## src/hw/rtl/kfd_pkg.sv

```systemverilog
// Shared types and constants of the KISS frame deframer.
// No dependencies; imported by the decoder and the top level.
package kfd_pkg;

	localparam logic [7:0] KISS_FEND  = 8'hC0;
	localparam logic [7:0] KISS_FESC  = 8'hDB;
	localparam logic [7:0] KISS_TFEND = 8'hDC;
	localparam logic [7:0] KISS_TFESC = 8'hDD;
	localparam logic [3:0] PORT_MASK  = 4'hF;

	localparam int unsigned MIN_LEN_W   = 12;
	localparam logic [MIN_LEN_W-1:0] MIN_LEN_RESET = 12'd20;
	localparam int unsigned INDEX_W     = 11;
	localparam int unsigned LENGTH_W    = 12;

	typedef enum logic [1:0] {
		CMD_UNSEEN  = 2'd0,
		CMD_PAYLOAD = 2'd1,
		CMD_OTHER   = 2'd2
	} cmd_status_t;

	typedef enum logic [2:0] {
		ACT_NONE,
		ACT_END,
		ACT_OPEN,
		ACT_CMD,
		ACT_ESC,
		ACT_BYTE
	} act_t;

	typedef struct packed {
		logic                kind;
		logic [7:0]          data_byte;
		logic [INDEX_W-1:0]  byte_index;
		logic [LENGTH_W-1:0] frame_length;
		logic                frame_ok;
	} result_t;

endpackage

```

## src/hw/rtl/kfd_decode.sv

```systemverilog
// Per-byte KISS decoder: frame, command, escape and count state.
// Depends on kfd_pkg.
module kfd_decode #(
	parameter int unsigned MAX_PAYLOAD_BYTES = 2048
) (
	input  logic                              clk,
	input  logic                              arst_n,
	input  logic                              step,
	input  logic [7:0]                        byte_in,
	input  logic [kfd_pkg::MIN_LEN_W-1:0]     min_len,
	output logic                              res_valid,
	output kfd_pkg::result_t                  res
);
	import kfd_pkg::*;

	localparam int unsigned CW = $clog2(MAX_PAYLOAD_BYTES + 1);
	localparam int unsigned XW = (CW > MIN_LEN_W) ? CW : MIN_LEN_W;
	localparam logic [CW-1:0] MAX_CNT = CW'(MAX_PAYLOAD_BYTES);

	logic          framing_q, framing_n;
	logic          esc_q, esc_n;
	cmd_status_t   cmd_q, cmd_n;
	logic [CW-1:0] count_q, count_n;
	act_t          act;
	logic [7:0]    dec_byte;
	logic [XW-1:0] count_x;

	assign count_x = XW'(count_q);

	// Classify the byte against the current state.
	always_comb begin
		priority if (framing_q && byte_in == KISS_FEND && cmd_q == CMD_PAYLOAD) begin
			act = ACT_END;
		end else if (byte_in == KISS_FEND) begin
			act = ACT_OPEN;
		end else if (!framing_q || count_q >= MAX_CNT) begin
			act = ACT_NONE;
		end else if (count_q == '0 && cmd_q == CMD_UNSEEN) begin
			act = ACT_CMD;
		end else if (cmd_q != CMD_PAYLOAD) begin
			act = ACT_NONE;
		end else if (byte_in == KISS_FESC) begin
			act = ACT_ESC;
		end else begin
			act = ACT_BYTE;
		end
	end

	always_comb begin
		dec_byte = byte_in;
		if (esc_q) begin
			if (byte_in == KISS_TFEND) begin
				dec_byte = KISS_FEND;
			end else if (byte_in == KISS_TFESC) begin
				dec_byte = KISS_FESC;
			end
		end
	end

	// Next state.
	always_comb begin
		framing_n = framing_q;
		esc_n     = esc_q;
		cmd_n     = cmd_q;
		count_n   = count_q;
		unique case (act)
			ACT_END: begin
				framing_n = 1'b0;
			end
			ACT_OPEN: begin
				framing_n = 1'b1;
				cmd_n     = CMD_UNSEEN;
				count_n   = '0;
			end
			ACT_CMD: begin
				cmd_n = ((byte_in[3:0] & PORT_MASK) == 4'h0) ? CMD_PAYLOAD : CMD_OTHER;
			end
			ACT_ESC: begin
				esc_n = 1'b1;
			end
			ACT_BYTE: begin
				esc_n   = 1'b0;
				count_n = count_q + 1'b1;
			end
			default: begin
			end
		endcase
	end

	// Result.
	always_comb begin
		res_valid        = 1'b0;
		res.kind         = 1'b0;
		res.data_byte    = '0;
		res.byte_index   = '0;
		res.frame_length = '0;
		res.frame_ok     = 1'b0;
		unique case (act)
			ACT_END: begin
				res_valid        = 1'b1;
				res.kind         = 1'b1;
				res.frame_length = count_x[LENGTH_W-1:0];
				res.frame_ok     = (count_x >= XW'(min_len));
			end
			ACT_BYTE: begin
				res_valid      = 1'b1;
				res.data_byte  = dec_byte;
				res.byte_index = count_x[INDEX_W-1:0];
			end
			default: begin
			end
		endcase
	end

	always_ff @(posedge clk or negedge arst_n) begin
		if (!arst_n) begin
			framing_q <= 1'b0;
			esc_q     <= 1'b0;
			cmd_q     <= CMD_UNSEEN;
			count_q   <= '0;
		end else if (step) begin
			framing_q <= framing_n;
			esc_q     <= esc_n;
			cmd_q     <= cmd_n;
			count_q   <= count_n;
		end
	end

endmodule

```

## src/hw/rtl/kiss_frame_deframer.sv

```systemverilog
// KISS deframer top: input register, per-byte decoder, output register.
// Each byte goes from the input register through the decoder into the output register.
// Throughput: one byte per cycle while the result side takes beats; the input register
// and the output register each hold one beat, so one byte can wait behind a stalled result.
// Reset (arst_n low, asynchronous): no frame open, escape cleared, count zero,
// min_frame_len back to 20, both registers empty.
module kiss_frame_deframer #(
	parameter int unsigned MAX_PAYLOAD_BYTES = 2048
) (
	input  logic                          clk,
	input  logic                          arst_n,
	input  logic                          s_axis_tvalid,
	output logic                          s_axis_tready,
	input  logic [7:0]                    s_axis_tdata,  // [7:0] serial_byte
	output logic                          m_axis_tvalid,
	input  logic                          m_axis_tready,
	output logic [31:0]                   m_axis_tdata,  // [7:0] data_byte,
	                                                     // [18:8] byte_index,
	                                                     // [30:19] frame_length,
	                                                     // [31] frame_ok
	output logic                          m_axis_tuser,  // [0] kind
	input  logic                          cfg_valid,
	output logic                          cfg_ready,
	input  logic [kfd_pkg::MIN_LEN_W-1:0] cfg_data      // min_frame_len
);
	import kfd_pkg::*;

	logic                 valid_s1;
	logic [7:0]           byte_s1;
	logic                 advance;
	logic                 res_valid;
	result_t              res;
	logic                 out_valid_q;
	result_t              out_q;
	logic [MIN_LEN_W-1:0] min_len_q;

	assign advance       = valid_s1 && (!out_valid_q || m_axis_tready);
	assign s_axis_tready = !valid_s1 || advance;
	assign cfg_ready     = 1'b1;

	always_ff @(posedge clk or negedge arst_n) begin
		if (!arst_n) begin
			min_len_q <= MIN_LEN_RESET;
		end else if (cfg_valid) begin
			min_len_q <= cfg_data;
		end
	end

	// Input register: take a beat whenever the stage empties.
	always_ff @(posedge clk or negedge arst_n) begin
		if (!arst_n) begin
			valid_s1 <= 1'b0;
		end else if (s_axis_tready) begin
			valid_s1 <= s_axis_tvalid;
		end
	end

	always_ff @(posedge clk) begin
		if (s_axis_tready && s_axis_tvalid) begin
			byte_s1 <= s_axis_tdata;
		end
	end

	kfd_decode #(
		.MAX_PAYLOAD_BYTES(MAX_PAYLOAD_BYTES)
	) u_decode (
		.clk       (clk),
		.arst_n    (arst_n),
		.step      (advance),
		.byte_in   (byte_s1),
		.min_len   (min_len_q),
		.res_valid (res_valid),
		.res       (res)
	);

	always_ff @(posedge clk or negedge arst_n) begin
		if (!arst_n) begin
			out_valid_q <= 1'b0;
		end else if (advance) begin
			out_valid_q <= res_valid;
		end else if (m_axis_tready) begin
			out_valid_q <= 1'b0;
		end
	end

	always_ff @(posedge clk) begin
		if (advance && res_valid) begin
			out_q <= res;
		end
	end

	assign m_axis_tvalid = out_valid_q;
	assign m_axis_tuser  = out_q.kind;
	assign m_axis_tdata  = {out_q.frame_ok, out_q.frame_length, out_q.byte_index,
	                        out_q.data_byte};

endmodule

```

## config.mk

```make
export PLATFORM = sky130hd
export DESIGN_NAME = kiss_frame_deframer
export DESIGN_NICKNAME = d
export VERILOG_FILES = /design/src/hw/rtl/kfd_pkg.sv /design/src/hw/rtl/kfd_decode.sv /design/src/hw/rtl/kiss_frame_deframer.sv
export SDC_FILE = /design/constraint.sdc
export NUM_CORES = 1
export LEC_CHECK = 0
export CAP_MARGIN = 10
export CORE_MARGIN = 5
export CORE_UTILIZATION = 64
export DETAILED_ROUTE_END_ITERATION = 12
export DONT_BUFFER_PORTS = 1
export GPL_ROUTABILITY_DRIVEN = 0
export PLACE_DENSITY = 0.77
export SETUP_SLACK_MARGIN = 0.3
export SLEW_MARGIN = 40
export SYNTH_ARGS = -nofsm -noshare
export SYNTH_HDL_FRONTEND = slang
export SYNTH_SLANG_ARGS = --single-unit
```

## constraint.sdc

```tcl
create_clock -name clk -period 8.1 [get_ports clk]
set_input_delay 0.81 -clock clk [delete_from_list [all_inputs] [get_ports clk]]
set_output_delay 0.81 -clock clk [all_outputs]
set_load 0.05 [all_outputs]
```

==> reports/results.ini <==
[clock_network]
htree_levels=3
cts_inserted_buffers=9
cts_tree=done
path_clk_slew_ns=0.07
cts_setup_buffers=0
cts.sinks=71
clockBufferDepth=2
root_buffer=clkbuf_8
clk_latency_ns=0.34
cts_hold_buf=0
ctsResizeCount=0

[yosys]
synth_area_mm2=0.00322
synth_ff_type=edfxtp_1
ys_ff_latch=71
yosysWarnings=0
synth_edf_count=41
avgSynthCellArea_um2=11.7
syn_inst=275
synth-seq-area-share=0.616
synthArstFlopShare=0.423
syn_nets=314
yosysUniqueCellTypes=42

[power_and_ir_drop]
power_density_mw_per_mm2=197
p_leak_uw=0.00132
peakVddDrop_mv=0.136

[die]
dieWidth_um=80.9
die_h_um=80.9
fp.coreArea_mm2=0.00482
dieArea_mm2=0.00655
ios=61
std_cell_rows=25
start_util=0.668

[worst_setup_path]
cp.arrival_ns=3.34
critical_path_class=flip-flop to flip-flop
r2r_cells=6
cp-end-kind=flip-flop
worstReg2RegStart=byte_s1[1]$_DFFE_PP_
worstPathMaxFanout=26
cp-start-kind=flip-flop
worst-endpoint-required_ns=8.11
r2r_slack_ns=4.77
r2r-end=m_axis_tdata[14]$_SDFFCE_PN0P_

[worst_hold_path]
hold_path.class=input pin to async pin

[drt]
initialDrtViolationCount=137
wl_mm=5.58
avgViaCountPerCell=5.64
vias=1978
dr.pass1.iters=4
drc=0
ant_nets=0
wl_per_cell_um=15.9

[layout]
antenna_cells=0
layout-drive-gt1-share=0.0845
fin_nets=319
syn2layout_area_growth_pct=7.42
fill_cells=357

[grt]
track_usage=0.190
grt_pass1_wl_mm=9.26
grt_max_degree=31
grt_pass1_vias=1941
antenna_found_initial=0
grt_overflow=0

[timing]
final_max_slew_viol_count=0
hold_viol_final=0
fmax_ghz=0.300
clock_skew_ns=0.00839
rsz0062_at_grt=false
maxSlewHeadroom=0.527
fin_ws_ns=4.77
worst_pin_slew_ns=0.705
final-setup-viol-count=0
fin_crit_sh=0.412
fin_crit_ns=3.33
setup_tns_ns=0

[status]
status=completed

[place]
place_ws_ns=4.74
port_buffers=0
dpl.hpwl_mm=3.96

[run]
cap_violations=0

[state kept, by name (all words and copies together), names as in the netlist]
| signal | cells |
|---|---|
| u_decode.cmd_q | 2 |
| valid_s1 | 1 |
| u_decode.framing_q | 1 |
| u_decode.count_q | 12 |
| m_axis_tvalid | 1 |
| m_axis_tdata | 32 |
| byte_s1 | 8 |
| m_axis_tuser | 1 |
| u_decode.esc_q | 1 |
| min_len_q | 12 |
[where the power goes]
group          total [µW]  internal, µW  switching (µW)
sequential            399           392            7.09
clock                 258           138             120
combinational        25.5          11.1            14.4
total                 683           541             142
[placed cells by master (no fill, tap or decap), drive strengths merged, types with 2 or more instances in the layout]
cell type   n
nor2       18
clkinv      3
and3        6
nand2      26
dfstp       2
clkbuf     10
a211oi      2
edfxtp     41
o21a        4
o21ai      25
and2       31
nand3b      2
o31ai       4
a21oi       5
nor3        5
a31oi       5
nand4       4
dfrtp      28
nand3       6
nor2b       3
ha         14
a21o        2
xor2        3
nand2b      5
buf         2
inv        15
[Yosys cell counts (3+ instances only)]
master	number	share of area
edfxtp_1	41	0.38
and2_1	31	0.060
dfrtp_1	28	0.22
nand2_1	26	0.030
o21ai_0	23	0.036
nor2_1	18	0.021
inv_1	15	0.017
ha_1	14	0.054
and3_1	6	0.012
nand3_1	6	0.0093
a21oi_1	5	0.0078
a31oi_1	5	0.0097
nand2b_1	5	0.0097
nor3_1	5	0.0078
clkbuf_1	4	0.0047
o21a_1	4	0.0093
nand4_1	3	0.0058
nor2b_1	3	0.0058
o31ai_1	3	0.0070
xor2_1	3	0.0082
[worst max-delay path, stage by stage (launching register included)]
cell      delay, ns
edfxtp_1       0.45
or4_4          0.60
nor3_1         0.32
and3_1         0.47
nor2_1         0.12
nor3_2         0.61
buf_4          0.42
[final cells by class]
| cell class | instances | area, µm² | share of cell area |
|---|---|---|---|
| Tap cell | 67 | 83.8 | 0.0242 |
| Clock inverter | 5 | 50.0 | 0.0145 |
| Clock buffer | 10 | 128 | 0.0369 |
| Timing Repair Buffer | 2 | 15.0 | 0.00434 |
| Inverter | 15 | 56.3 | 0.0163 |
| Sequential cell | 71 | 1980 | 0.574 |
| Multi-Input combinational cell | 181 | 1140 | 0.330 |
[cells by family after synthesis]
family,share of synthesized area
AO/OA/AOI/OAI,0.0960
XOR/XNOR,0.0109
adder cells (fa/ha/maj),0.0544
buffers and inverters,0.0307
flip-flops,0.616
multiplexers,0.00350
other,0.00116
AND/OR/NAND/NOR,0.187
[worst max-delay path by stage]
stage          depth (start not counted)                              to                 start  slack (ns)
2_1_floorplan                          5   m_axis_tdata[0]$_SDFFCE_PN0P_  byte_s1[1]$_DFFE_PP_        3.65
3_3_place_gp                           6  m_axis_tdata[28]$_SDFFCE_PP0P_  byte_s1[1]$_DFFE_PP_        4.88
3_5_place_dp                           6          m_axis_tuser$_DFFE_PP_  byte_s1[1]$_DFFE_PP_        4.74
4_1_cts                                6  m_axis_tdata[14]$_SDFFCE_PN0P_  byte_s1[1]$_DFFE_PP_        4.71
5_1_grt                                6  m_axis_tdata[14]$_SDFFCE_PN0P_  byte_s1[1]$_DFFE_PP_        4.48
6_report                               6  m_axis_tdata[14]$_SDFFCE_PN0P_  byte_s1[1]$_DFFE_PP_        4.77
[stage by stage]
stage	instances	power (µW)	cell area [µm²]	util	hold slack [ns]
floorplan	275	425	3220	-	0.464
global placement	336	430	3280	0.681	0.496
detailed placement	336	431	3280	0.681	0.512
CTS	351	687	3460	0.718	0.145
global route	351	709	3460	0.718	0.134
finish	351	683	3460	0.718	0.160
[per-layer routing]
metal / part of all wire / track usage / routed length (µm) / up-vias
met4: 0.018 / 0.0946 / 100 / 0
met3: 0.048 / 0.0576 / 270 / 11
met1: 0.49 / 0.260 / 2750 / 911
li1: - / - / - / 975
met2: 0.44 / 0.274 / 2460 / 81
met5: 0 / 0 / 0 / -
Power figures use the tool's default switching activity.
